`src/rtl/core/obfr_pkg.sv`:
```
package obfr_pkg;

	localparam int CHANNELS    = 4;
	localparam int SAMPLE_BITS = 10;
	localparam int BYTE_BITS   = 8;
	localparam int TIME_BITS   = 16;
	localparam int THR_BITS    = 10;
	localparam int PHASE_BITS  = 4;

	localparam int SAMPLES_W = CHANNELS * SAMPLE_BITS;
	localparam int DATA_W    = CHANNELS * BYTE_BITS;

	typedef logic [SAMPLE_BITS-1:0] sample_t;
	typedef logic [BYTE_BITS-1:0]   byte_t;
	typedef logic [TIME_BITS-1:0]   ticks_t;
	typedef logic [THR_BITS-1:0]    thr_t;
	typedef logic [CHANNELS-1:0]    chan_mask_t;
	typedef logic [PHASE_BITS-1:0]  phase_t;
	typedef logic [SAMPLES_W-1:0]   sample_vec_t;
	typedef logic [DATA_W-1:0]      byte_vec_t;

	typedef enum logic {
		OP_TICK  = 1'b0,
		OP_START = 1'b1
	} op_t;

	typedef enum logic [1:0] {
		CFG_BIT_TIME  = 2'd0,
		CFG_BIT_DELAY = 2'd1,
		CFG_THRESHOLD = 2'd2,
		CFG_CH_ENABLE = 2'd3
	} cfg_reg_t;

	localparam ticks_t     BIT_TIME_RST  = 16'd2000;
	localparam ticks_t     BIT_DELAY_RST = 16'd300;
	localparam thr_t       THRESHOLD_RST = 10'd250;
	localparam chan_mask_t CH_ENABLE_RST = '0;

	localparam phase_t PHASE_IDLE      = 4'd0;
	localparam phase_t PHASE_FIRST     = 4'd1;
	localparam phase_t PHASE_LAST_SLOT = 4'd8;
	localparam phase_t PHASE_END       = 4'd9;

endpackage

```
`src/rtl/core/obfr_if.sv`:
```
interface obfr_in_if;
	logic                     valid;
	logic                     ready;
	logic                     operation;
	obfr_pkg::sample_vec_t    samples;

	modport source (output valid, output operation, output samples, input ready);
	modport sink   (input valid, input operation, input samples, output ready);
endinterface

interface obfr_out_if;
	logic                     valid;
	logic                     ready;
	logic                     busy_res;
	logic                     done_res;
	obfr_pkg::byte_vec_t      bit_data;
	obfr_pkg::sample_vec_t    min_levels;
	obfr_pkg::sample_vec_t    max_levels;

	modport source (output valid, output busy_res, output done_res, output bit_data,
		output min_levels, output max_levels, input ready);
	modport sink   (input valid, input busy_res, input done_res, input bit_data,
		input min_levels, input max_levels, output ready);
endinterface

```
`src/rtl/core/optical_bit_frame_receiver.sv`:
```
// Timed multi-channel light receiver.
// The item channel (valid/ready) carries one beat per microsecond: either a
// tick or a start command, each with the current light sample of every
// channel. The result channel returns exactly one beat per item beat, showing
// busy, the done pulse and the per-channel byte, minimum and maximum as they
// stand after that item.
// The configuration port is a plain write port (cfg_we, cfg_index, cfg_data);
// write it only while no beat is in flight (input and result registers empty).
// An accepted item beat passes the input register, then the result register,
// to its result beat. Throughput: one item per cycle while result beats are
// taken; the only loop is the frame state update.
// When the result register holds a beat that is not taken, the input register
// holds too, and the item channel drops ready once that register is full.
// Reset clears the frame state, the per-channel levels and bytes, both valid
// flags, and loads the configuration defaults (bit time 2000, delay 300,
// threshold 250, all channels disabled).
module optical_bit_frame_receiver (
	input  logic                clk,
	input  logic                arst_n,
	obfr_in_if.sink             item,
	obfr_out_if.source          result,
	input  logic                cfg_we,
	input  logic [1:0]          cfg_index,
	input  logic [15:0]         cfg_data
);

	// configuration
	obfr_pkg::ticks_t     bit_time_q;
	obfr_pkg::ticks_t     bit_delay_q;
	obfr_pkg::thr_t       threshold_q;
	obfr_pkg::chan_mask_t ch_enable_q;

	// input register
	logic                    valid_s1;
	logic                    op_s1;
	obfr_pkg::sample_vec_t   samples_s1;

	// frame state
	obfr_pkg::phase_t  phase_q;
	logic              waiting_q;
	obfr_pkg::ticks_t  elapsed_q;
	obfr_pkg::sample_t dark_q [obfr_pkg::CHANNELS];
	obfr_pkg::byte_t   byte_q [obfr_pkg::CHANNELS];
	obfr_pkg::sample_t low_q  [obfr_pkg::CHANNELS];
	obfr_pkg::sample_t high_q [obfr_pkg::CHANNELS];

	// next-state values
	obfr_pkg::phase_t  phase_d;
	logic              waiting_d;
	obfr_pkg::ticks_t  elapsed_d;
	obfr_pkg::sample_t dark_d [obfr_pkg::CHANNELS];
	obfr_pkg::byte_t   byte_d [obfr_pkg::CHANNELS];
	obfr_pkg::sample_t low_d  [obfr_pkg::CHANNELS];
	obfr_pkg::sample_t high_d [obfr_pkg::CHANNELS];
	logic              done_d;
	logic              latch_dark;
	logic              take_slot;
	obfr_pkg::ticks_t  elapsed_inc;
	obfr_pkg::phase_t  phase_dec;
	logic [2:0]        slot_bit;

	// result register
	logic                  out_valid_q;
	logic                  busy_q;
	logic                  done_q;
	obfr_pkg::byte_vec_t   data_q;
	obfr_pkg::sample_vec_t min_q;
	obfr_pkg::sample_vec_t max_q;

	logic advance_s1;
	logic load_s1;

	// Advance the input register into the state and result register when the
	// result register is free or its beat is being taken this cycle.
	assign advance_s1 = valid_s1 && (!out_valid_q || result.ready);
	assign item.ready = !valid_s1 || advance_s1;
	assign load_s1    = item.valid && item.ready;

	// configuration writes
	always_ff @(posedge clk or negedge arst_n) begin
		if (!arst_n) begin
			bit_time_q  <= obfr_pkg::BIT_TIME_RST;
			bit_delay_q <= obfr_pkg::BIT_DELAY_RST;
			threshold_q <= obfr_pkg::THRESHOLD_RST;
			ch_enable_q <= obfr_pkg::CH_ENABLE_RST;
		end else if (cfg_we) begin
			case (cfg_index)
				obfr_pkg::CFG_BIT_TIME:  bit_time_q  <= cfg_data[obfr_pkg::TIME_BITS-1:0];
				obfr_pkg::CFG_BIT_DELAY: bit_delay_q <= cfg_data[obfr_pkg::TIME_BITS-1:0];
				obfr_pkg::CFG_THRESHOLD: threshold_q <= cfg_data[obfr_pkg::THR_BITS-1:0];
				obfr_pkg::CFG_CH_ENABLE: ch_enable_q <= cfg_data[obfr_pkg::CHANNELS-1:0];
				default: ;
			endcase
		end
	end

	// input register
	always_ff @(posedge clk or negedge arst_n) begin
		if (!arst_n) begin
			valid_s1 <= 1'b0;
		end else if (item.ready) begin
			valid_s1 <= item.valid;
		end
	end

	always_ff @(posedge clk) begin
		if (load_s1) begin
			op_s1      <= item.operation;
			samples_s1 <= item.samples;
		end
	end

	// Frame sequencing: delay, dark latch, then eight sampling slots and a
	// closing interval. Intervals are measured against a running count from
	// which bit_time is subtracted, so rounding never accumulates.
	always_comb begin
		elapsed_inc = elapsed_q + 1'b1;
		phase_dec   = phase_q - 1'b1;
		slot_bit    = phase_dec[2:0];
		phase_d     = phase_q;
		waiting_d   = waiting_q;
		elapsed_d   = elapsed_q;
		done_d      = 1'b0;
		latch_dark  = 1'b0;
		take_slot   = 1'b0;

		if (op_s1 == obfr_pkg::OP_START) begin
			// restart, dropping any frame in progress
			phase_d   = obfr_pkg::PHASE_IDLE;
			elapsed_d = '0;
			waiting_d = 1'b1;
			if (bit_delay_q == '0) begin
				latch_dark = 1'b1;
				waiting_d  = 1'b0;
				phase_d    = obfr_pkg::PHASE_FIRST;
			end
		end else if (waiting_q) begin
			elapsed_d = elapsed_inc;
			if (elapsed_inc >= bit_delay_q) begin
				latch_dark = 1'b1;
				waiting_d  = 1'b0;
				phase_d    = obfr_pkg::PHASE_FIRST;
				elapsed_d  = '0;
			end
		end else if (phase_q != obfr_pkg::PHASE_IDLE) begin
			elapsed_d = elapsed_inc;
			if (elapsed_inc > bit_time_q) begin
				elapsed_d = elapsed_inc - bit_time_q;
				take_slot = (phase_q <= obfr_pkg::PHASE_LAST_SLOT);
				if (phase_q >= obfr_pkg::PHASE_END) begin
					phase_d = obfr_pkg::PHASE_IDLE;
					done_d  = 1'b1;
				end else begin
					phase_d = phase_q + 1'b1;
				end
			end
		end

		// per-channel update; disabled channels hold
		for (int ch = 0; ch < obfr_pkg::CHANNELS; ch++) begin
			obfr_pkg::sample_t            v;
			logic [obfr_pkg::SAMPLE_BITS:0] drop;
			v          = samples_s1[ch*obfr_pkg::SAMPLE_BITS +: obfr_pkg::SAMPLE_BITS];
			drop       = {1'b0, dark_q[ch]} - {1'b0, v};
			dark_d[ch] = dark_q[ch];
			byte_d[ch] = byte_q[ch];
			low_d[ch]  = low_q[ch];
			high_d[ch] = high_q[ch];
			if (ch_enable_q[ch]) begin
				if (latch_dark) begin
					dark_d[ch] = v;
					byte_d[ch] = '0;
					low_d[ch]  = v;
					high_d[ch] = v;
				end else if (take_slot) begin
					if (v > high_q[ch]) high_d[ch] = v;
					if (v < low_q[ch])  low_d[ch]  = v;
					// a one reads as a drop below dark by more than the threshold
					if (!drop[obfr_pkg::SAMPLE_BITS]
							&& (drop[obfr_pkg::SAMPLE_BITS-1:0] > threshold_q)) begin
						byte_d[ch][slot_bit] = 1'b1;
					end
				end
			end
		end
	end

	// frame state
	always_ff @(posedge clk or negedge arst_n) begin
		if (!arst_n) begin
			phase_q   <= obfr_pkg::PHASE_IDLE;
			waiting_q <= 1'b0;
			elapsed_q <= '0;
			for (int ch = 0; ch < obfr_pkg::CHANNELS; ch++) begin
				dark_q[ch] <= '0;
				byte_q[ch] <= '0;
				low_q[ch]  <= '0;
				high_q[ch] <= '0;
			end
		end else if (advance_s1) begin
			phase_q   <= phase_d;
			waiting_q <= waiting_d;
			elapsed_q <= elapsed_d;
			for (int ch = 0; ch < obfr_pkg::CHANNELS; ch++) begin
				dark_q[ch] <= dark_d[ch];
				byte_q[ch] <= byte_d[ch];
				low_q[ch]  <= low_d[ch];
				high_q[ch] <= high_d[ch];
			end
		end
	end

	// result register: hold until taken
	always_ff @(posedge clk or negedge arst_n) begin
		if (!arst_n) begin
			out_valid_q <= 1'b0;
		end else if (advance_s1) begin
			out_valid_q <= 1'b1;
		end else if (result.ready) begin
			out_valid_q <= 1'b0;
		end
	end

	always_ff @(posedge clk) begin
		if (advance_s1) begin
			busy_q <= waiting_d || (phase_d != obfr_pkg::PHASE_IDLE);
			done_q <= done_d;
			for (int ch = 0; ch < obfr_pkg::CHANNELS; ch++) begin
				data_q[ch*obfr_pkg::BYTE_BITS +: obfr_pkg::BYTE_BITS]     <= byte_d[ch];
				min_q[ch*obfr_pkg::SAMPLE_BITS +: obfr_pkg::SAMPLE_BITS] <= low_d[ch];
				max_q[ch*obfr_pkg::SAMPLE_BITS +: obfr_pkg::SAMPLE_BITS] <= high_d[ch];
			end
		end
	end

	assign result.valid      = out_valid_q;
	assign result.busy_res   = busy_q;
	assign result.done_res   = done_q;
	assign result.bit_data   = data_q;
	assign result.min_levels = min_q;
	assign result.max_levels = max_q;

endmodule
```
`src/flat_wrapper.sv`:
```
// flat-port wrapper written by rule: the top's interface ports become plain ports
module optical_bit_frame_receiver_flat 
  (clk, arst_n, cfg_we, cfg_index, cfg_data, item_valid, item_operation, item_samples, item_ready, result_valid, result_busy_res, result_done_res, result_bit_data, result_min_levels, result_max_levels, result_ready);
  obfr_in_if item_i ();
  obfr_out_if result_i ();
  input  logic clk;
  input  logic arst_n;
  input  logic cfg_we;
  input  logic [1:0] cfg_index;
  input  logic [15:0] cfg_data;
  input wire logic [$bits(item_i.valid)-1:0] item_valid;
  input wire logic [$bits(item_i.operation)-1:0] item_operation;
  input wire logic [$bits(item_i.samples)-1:0] item_samples;
  output wire logic [$bits(item_i.ready)-1:0] item_ready;
  output wire logic [$bits(result_i.valid)-1:0] result_valid;
  output wire logic [$bits(result_i.busy_res)-1:0] result_busy_res;
  output wire logic [$bits(result_i.done_res)-1:0] result_done_res;
  output wire logic [$bits(result_i.bit_data)-1:0] result_bit_data;
  output wire logic [$bits(result_i.min_levels)-1:0] result_min_levels;
  output wire logic [$bits(result_i.max_levels)-1:0] result_max_levels;
  input wire logic [$bits(result_i.ready)-1:0] result_ready;
  assign item_i.valid = item_valid;
  assign item_i.operation = item_operation;
  assign item_i.samples = item_samples;
  assign item_ready = item_i.ready;
  assign result_valid = result_i.valid;
  assign result_busy_res = result_i.busy_res;
  assign result_done_res = result_i.done_res;
  assign result_bit_data = result_i.bit_data;
  assign result_min_levels = result_i.min_levels;
  assign result_max_levels = result_i.max_levels;
  assign result_i.ready = result_ready;
  optical_bit_frame_receiver u_core (.clk(clk), .arst_n(arst_n), .item(item_i), .result(result_i), .cfg_we(cfg_we), .cfg_index(cfg_index), .cfg_data(cfg_data));
endmodule
```
`config.mk`:
```
export PLATFORM = sky130hd
export DESIGN_NAME = optical_bit_frame_receiver_flat
export DESIGN_NICKNAME = d
export VERILOG_FILES = /design/src/rtl/core/obfr_pkg.sv /design/src/rtl/core/obfr_if.sv /design/src/rtl/core/optical_bit_frame_receiver.sv /design/src/flat_wrapper.sv
export SDC_FILE = /design/constraint.sdc
export NUM_CORES = 1
export LEC_CHECK = 0
export BUFFER_PORTS_ARGS = -buffer_cell sky130_fd_sc_hd__buf_4
export CORE_MARGIN = 4
export CORE_UTILIZATION = 45
export CTS_BUF_LIST = sky130_fd_sc_hd__clkbuf_2 sky130_fd_sc_hd__clkbuf_4 sky130_fd_sc_hd__clkbuf_8
export CTS_CLUSTER_SIZE = 8
export DETAILED_ROUTE_END_ITERATION = 16
export HOLD_SLACK_MARGIN = 0.05
export PLACE_DENSITY = 0.7
export SKIP_CTS_REPAIR_TIMING = 1
export SYNTH_ARGS = -nofsm -noshare
export SYNTH_HDL_FRONTEND = slang
export SYNTH_SLANG_ARGS = --single-unit
```
`constraint.sdc`:
```
create_clock -name clk -period 9.5 [get_ports clk]
set_clock_uncertainty 0.05 [all_clocks]
set_input_delay 0 -clock clk [delete_from_list [all_inputs] [get_ports clk]]
set_output_delay 0 -clock clk [all_outputs]
set_load 0.02 [all_outputs]
```
==> results of run 1 <==
## cells in the final DEF (no fill, tap or decap), types with 109 or more instances in the layout
| cell type | Yosys | layout |
|---|---|---|
| dfrtp_1 | 205 | 205 |
| ha_1 | 192 | 192 |
| inv_1 | 187 | 186 |
| buf_4 | 1 | 186 |
| edfxtp_1 | 155 | 155 |
| o21ai_0 | 125 | 124 |
| nor2_1 | 122 | 122 |
| a21oi_1 | 115 | 115 |
| nand2_1 | 115 | 115 |
| mux2i_1 | 109 | 109 |
## flip-flops by register name (all words and copies together), names as in the netlist, 4 cells and up
name and flops:
u_core.phase_q 4, u_core.ch_enable_q 4, u_core.byte_q 32, u_core.low_q 40, u_core.elapsed_q 16, u_core.threshold_q 10
u_core.dark_q 40, u_core.high_q 40, u_core.samples_s1 40, u_core.result.max_levels 40, u_core.bit_delay_q 16, u_core.result.min_levels 40
u_core.result.bit_data 32, u_core.bit_time_q 16
## critical path: cells and delay by family, from the launching register on
kind	cells	cell delay [ns]
simple gates	8	2.27
flops	1	0.45
xor+xnor	1	0.33
buf+inv	1	0.06
fa+ha+maj	1	0.33
compound gates	3	0.98
mux	1	0.39
## cell families after synthesis
kind of cell	share of synthesized area [%]
mux	9.32
xor+xnor	2.29
buf+inv	4.79
fa+ha+maj	12.1
flops	49.4
simple gates	9.98
compound gates	12.0
## synthesized netlist by cell type, drive strengths merged (26+ instances only)
master | number | area [um2]
clkbuf | 29 | 109
a21oi | 115 | 576
buf | 26 | 170
o21ai | 130 | 669
mux2 | 73 | 833
edfxtp | 155 | 4650
nor2 | 123 | 478
dfrtp | 205 | 5130
nand3 | 47 | 235
ha | 192 | 2400
nand2 | 119 | 470
a21o | 27 | 203
o21a | 31 | 241
mux2i | 109 | 1090
inv | 189 | 709
xnor2 | 32 | 280
## layer usage
metal	vias to the layer above	wire length, um
met3	94	2770
li1	7313	-
met1	7397	22900
met2	436	24500
met5	-	0
met4	0	1650
## layout make-up
class | instances | area share (%)
Antenna cell | 1 | 0.0100
Clock buffer | 99 | 4.86
Clock inverter | 28 | 0.878
Inverter | 189 | 2.87
Multi-Input combinational cell | 1250 | 37.9
Sequential cell | 376 | 40.9
Tap cell | 600 | 3.01
Timing Repair Buffer | 283 | 9.51
## metrics by stage
step / cell area, um2 / setup slack, ns / hold WS, ns / power, uW / std cells
finish: 24900 / 4.47 / 0.0524 / 4130 / 2826
global route: 24900 / 4.01 / 0.0482 / 4340 / 2826
CTS: 24000 / 4.56 / -0.594 / 4140 / 2729
detailed placement: 22500 / 4.59 / 0.0835 / 2520 / 2602
floorplan: 20600 / 4.56 / -0.346 / 2290 / 1870
global placement: 22500 / 4.75 / 0.0719 / 2490 / 2602
## power by group through the flow
stage	clock (uW)	sequential, uW	combinational (uW)
4_1_cts	1650	1860	629
3_3_place_gp	0	1890	599
6_report	1600	1870	666
2_1_floorplan	0	1880	407
5_1_grt	1730	1880	742
3_5_place_dp	0	1900	624
## path summary, 6_finish.rpt
path / end / slack [ns] / cells after the start
max: u_core.high_q[0] / 4.47 / 15
min: u_core.samples_s1[17] / 0.05 / 2
max reg2reg: u_core.high_q[0] / 4.47 / 15
min reg2reg: u_core.dark_q[34] / 0.44 / 2
max in group asynchronous: u_core.high_q[2] / 6.60 / 5
min in group asynchronous: u_core.low_q[18] / 0.50 / 3
==> results.toml, run 1 <==
[outcome]
status = "complete, no violations"

[placed_design]
gp_congestion = 0.902
port_buffers = 179
place_hpwl_um = 36600

[clock_network]
path_clk_slew_ns = 0.06
cts.sink_count = 376
cts_tree = "built"
clk_latency_ns = 0.62
cts_buffers = 69
htreeDepth = 3
ctsLongestPathBuffers = 3
cts_root_buf = "clkbuf_8"

[detailed_routing]
firstDrtPassIters = 6
drt-initial-drc-count = 971
antenna_left = 0
wl_per_cell_um = 18.3
vias = 15200
wl_um = 51900
viasPerCell = 5.39
drc_errors = 0

[power_and_ir_drop]
p_clk_share_pct = 38.7
p_sw_uw = 1160
p_leak_uw = 0.0117
power_density_nw_per_um2 = 166
vdd_drop_max_mv = 0.136
p_comb_share_pct = 16.1
internal-power_uw = 2970
switching_share_pct = 28.0
pwr-share-seq_pct = 45.2

[worst_setup_path]
start_kind = "flip-flop"
crit_path_start = "u_core.elapsed_q[0]"
r2r_start = "u_core.elapsed_q[0]"
arrival_ns = 5.47
critPathKind = "flip-flop to flip-flop"
cp_max_fo = 20
cp.required_ns = 9.94
crit_path_end_kind = "flip-flop"
cp_slowest_stage_delay_ns = 0.54
slowest_stage = "nor3b_2"
cp_cell_sequence = "nand3_1 > nor2_1 > nand2_1 > nor2_1 > and3_1 > xor2_1 > ha_1 > nand4_1 > inv_1 > a22o_1 > nor3b_2 > o21ai_4 > and3_1 > a41o_1 > mux2_1"

[run]
maxCapViolations = 0

[floorplanning]
placement_rows = 78
start_util_pct = 45.5
ios = 180
core_area_um2 = 45400
die_y_um = 222
die_area_um2 = 49400
die_x_um = 222

[global_route]
grt_max_degree = 91
grt_pass1_vias = 15200
grt_pass1_wl_um = 81100
globalRouteMet2Util_pct = 33.0
busiest_layer = "met2"
grtUsageMet1_pct = 27.3
antenna_found_initial = 1
grt_overflow = 0
grt_use_total_pct = 20.3
grtUsageMet3_pct = 3.46

[yosys]
async_reset_ff_share_pct = 58.8
synth-seq-cells = 376
ys_types = 84
ys_seq_area_share_pct = 49.4
yosys_warnings = 0
synth-edff-count = 155
ys.flop_type = "dfrtp_1"
netlist_area_um2 = 20600
synth.avg_cell_area_um2 = 11.0
synthesis.instances = 1870
synth_nets = 2131

[sta]
finalSetupTns_ns = 0
post-route-period-util_pct = 52.9
final.min_clock_period_ns = 5.03
slew_headroom_pct = 27.1
finalSetupViolCount = 0
max_freq_ghz = 0.199
slew_viol_final = 0
worst_pin_slew_ns = 1.08
rsz0062_at_grt = "no"
hold_viol_final = 0

[final_layout]
nNetsFinal = 2430
drive_above_1_share_pct = 18.9
multi_input_area_um2 = 9450
nFillCells = 3871
seqCellArea_um2 = 10200
synthToLayoutAreaGrowth_pct = 20.8
final_util_pct = 54.9

[min_path]
holdCritPathClass = "input port to flip-flop"
holdCritStartpoint = "item_samples[17]"
Note: power is estimated with default switching activity, not from simulation.
==> run 2: changes to the inputs <==
--- a/config.mk
+++ b/config.mk
@@ -12,7 +12,7 @@
 export CTS_CLUSTER_SIZE = 8
 export DETAILED_ROUTE_END_ITERATION = 16
 export HOLD_SLACK_MARGIN = 0.05
-export PLACE_DENSITY = 0.7
+export PLACE_DENSITY = 0.72
 export SKIP_CTS_REPAIR_TIMING = 1
 export SYNTH_ARGS = -nofsm -noshare
 export SYNTH_HDL_FRONTEND = slang
==> constraint.sdc (replaced) <==
create_clock -name clk -period 4.52 [get_ports clk]
set_clock_uncertainty 0.05 [all_clocks]
set_input_delay 0 -clock clk [delete_from_list [all_inputs] [get_ports clk]]
set_output_delay 0 -clock clk [all_outputs]
set_load 0.02 [all_outputs]
==> results.toml, run 2 (synthesis results as in run 1) <==
[power_and_ir_drop]
pwr-share-seq_pct = 45.1
vdd_drop_max_mv = 0.282
p_sw_uw = 2450
power_density_nw_per_um2 = 342
internal-power_uw = 6240
p_comb_share_pct = 16.4
p_clk_share_pct = 38.5
switching_share_pct = 28.2
p_leak_uw = 0.0120

[outcome]
status = "complete, but fails checks"
violations = "negative hold slack"

[clock_network]
cts_root_buf = "clkbuf_8"
cts_tree = "built"
cts_buffers = 68
cts.sink_count = 376
htreeDepth = 3
ctsLongestPathBuffers = 3
clk_latency_ns = 0.65
path_clk_slew_ns = 0.06

[sta]
worst_pin_slew_ns = 0.927
final.min_clock_period_ns = 4.29
finalSetupViolCount = 0
slew_headroom_pct = 38.0
hold_viol_final = 7
finalSetupTns_ns = 0
slew_viol_final = 0
rsz0062_at_grt = "yes"
holdWs_ns = -0.0195
post-route-period-util_pct = 94.9
setup_ws_ns = 0.230
max_freq_ghz = 0.233

[placed_design]
place_hpwl_um = 37400
port_buffers = 179
gp_congestion = 0.917
place_ws_ns = 0.113
post_dp_cell_area_um2 = 22900
dp_cells = 2640

[global_route]
antenna_found_initial = 2
grt_overflow = 0
grt_pass1_vias = 15200
grt_max_degree = 99
grt_use_total_pct = 20.4
grt_pass1_wl_um = 81100

[min_path]
holdCritPathClass = "input port to asynchronous set/reset pin"

[final_layout]
nNetsFinal = 2471
drive_above_1_share_pct = 20.8
layout_common_cells = "buf_4, dfrtp_1, ha_1"
fin_area_um2 = 25400
multi_input_area_um2 = 9500
nFillCells = 3793
synthToLayoutAreaGrowth_pct = 23.0
seqCellArea_um2 = 10200
finalNonFillerCells = 2868
layout_commonest_cell = "buf_4"

[run]
maxCapViolations = 0

[worst_setup_path]
cp.required_ns = 4.89
r2r_cells = 16
start_kind = "flip-flop"
cp_max_fo = 8
arrival_ns = 4.66
crit_path_end_kind = "flip-flop"
critPathKind = "flip-flop to flip-flop"

[floorplanning]
die_area_um2 = 49400
ios = 180
placement_rows = 78
die_y_um = 222
core_area_um2 = 45400
die_x_um = 222
start_util_pct = 45.5

[detailed_routing]
wl_per_cell_um = 18.3
drc_errors = 0
vias = 15400
antenna_left = 0
wl_um = 52600
firstDrtPassIters = 5
viasPerCell = 5.37
drt-initial-drc-count = 881
-- run 2: changes by cell type in the layout (fill, tap and decap cells not counted), sizes merged --
cell and change:
diode +1, clkinv -8, inv -2, buf +40, bufinv -2, dlygate4sd3 +2, clkinvlp +3, clkbuf +8
-- run 2: cell type report --
| type | count | area share (%) |
|---|---|---|
| timing repair buffer | 325 | 10.9 |
| clock inverter | 19 | 0.523 |
| antenna | 2 | 0.0197 |
| clock buffer | 107 | 5.14 |
| multi-input combinational | 1250 | 37.4 |
| sequential | 376 | 40.2 |
| tap | 600 | 2.96 |
| inverter | 189 | 2.82 |
-- run 2: final timing paths --
check / start / endpoint / slack, ns
worst max-delay path: u_core.elapsed_q[6] / u_core.result.min_levels[28] / 0.23
worst min-delay path: arst_n / u_core.low_q[25] / -0.02
worst max register to register: u_core.elapsed_q[6] / u_core.result.min_levels[28] / 0.23
worst min register to register: u_core.byte_q[11] / u_core.byte_q[11] / 0.44
max in group asynchronous: arst_n / u_core.bit_delay_q[8] / 3.33
min in group clk: item_samples[25] / u_core.samples_s1[25] / 0.05
-- run 2: critical path, stage by stage (launching register included) --
cell     delay [ns]
dfrtp_1        0.40
and3_1         0.21
and3_1         0.21
nand3_1        0.11
nor2_1         0.25
and3_1         0.22
xor2_1         0.22
ha_1           0.30
nand4_1        0.14
inv_1          0.08
a22o_1         0.26
nor3b_4        0.39
o21a_2         0.39
o31ai_4        0.19
and2_1         0.25
buf_4          0.18
o21ai_0        0.24
-- run 2: power groups by stage --
stage	Combinational, uW	Sequential, uW	Clock, uW
floorplan	856	3950	0
global placement	1280	3970	0
detailed placement	1330	3980	0
CTS	1340	3920	3430
global route	1590	3940	3590
finish	1420	3920	3350
-- run 2: stage by stage --
step | utilization (%) | total power (uW)
after global placement | 50.4 | 5250
after detailed placement | 50.4 | 5310
after global routing | 55.9 | 9120
after CTS | 53.6 | 8690
final | 55.9 | 8690
after floorplan | - | 4810
-- run 2: metal layers --
layer,GRT usage (%),wire [um],up-vias,share of wire [%]
met3,3.32,2380,90,4.5
li1,-,-,7380,-
met4,7.98,1400,0,2.7
met1,27.2,23500,7511,45
met5,0,0,-,0
met2,33.6,25300,408,48
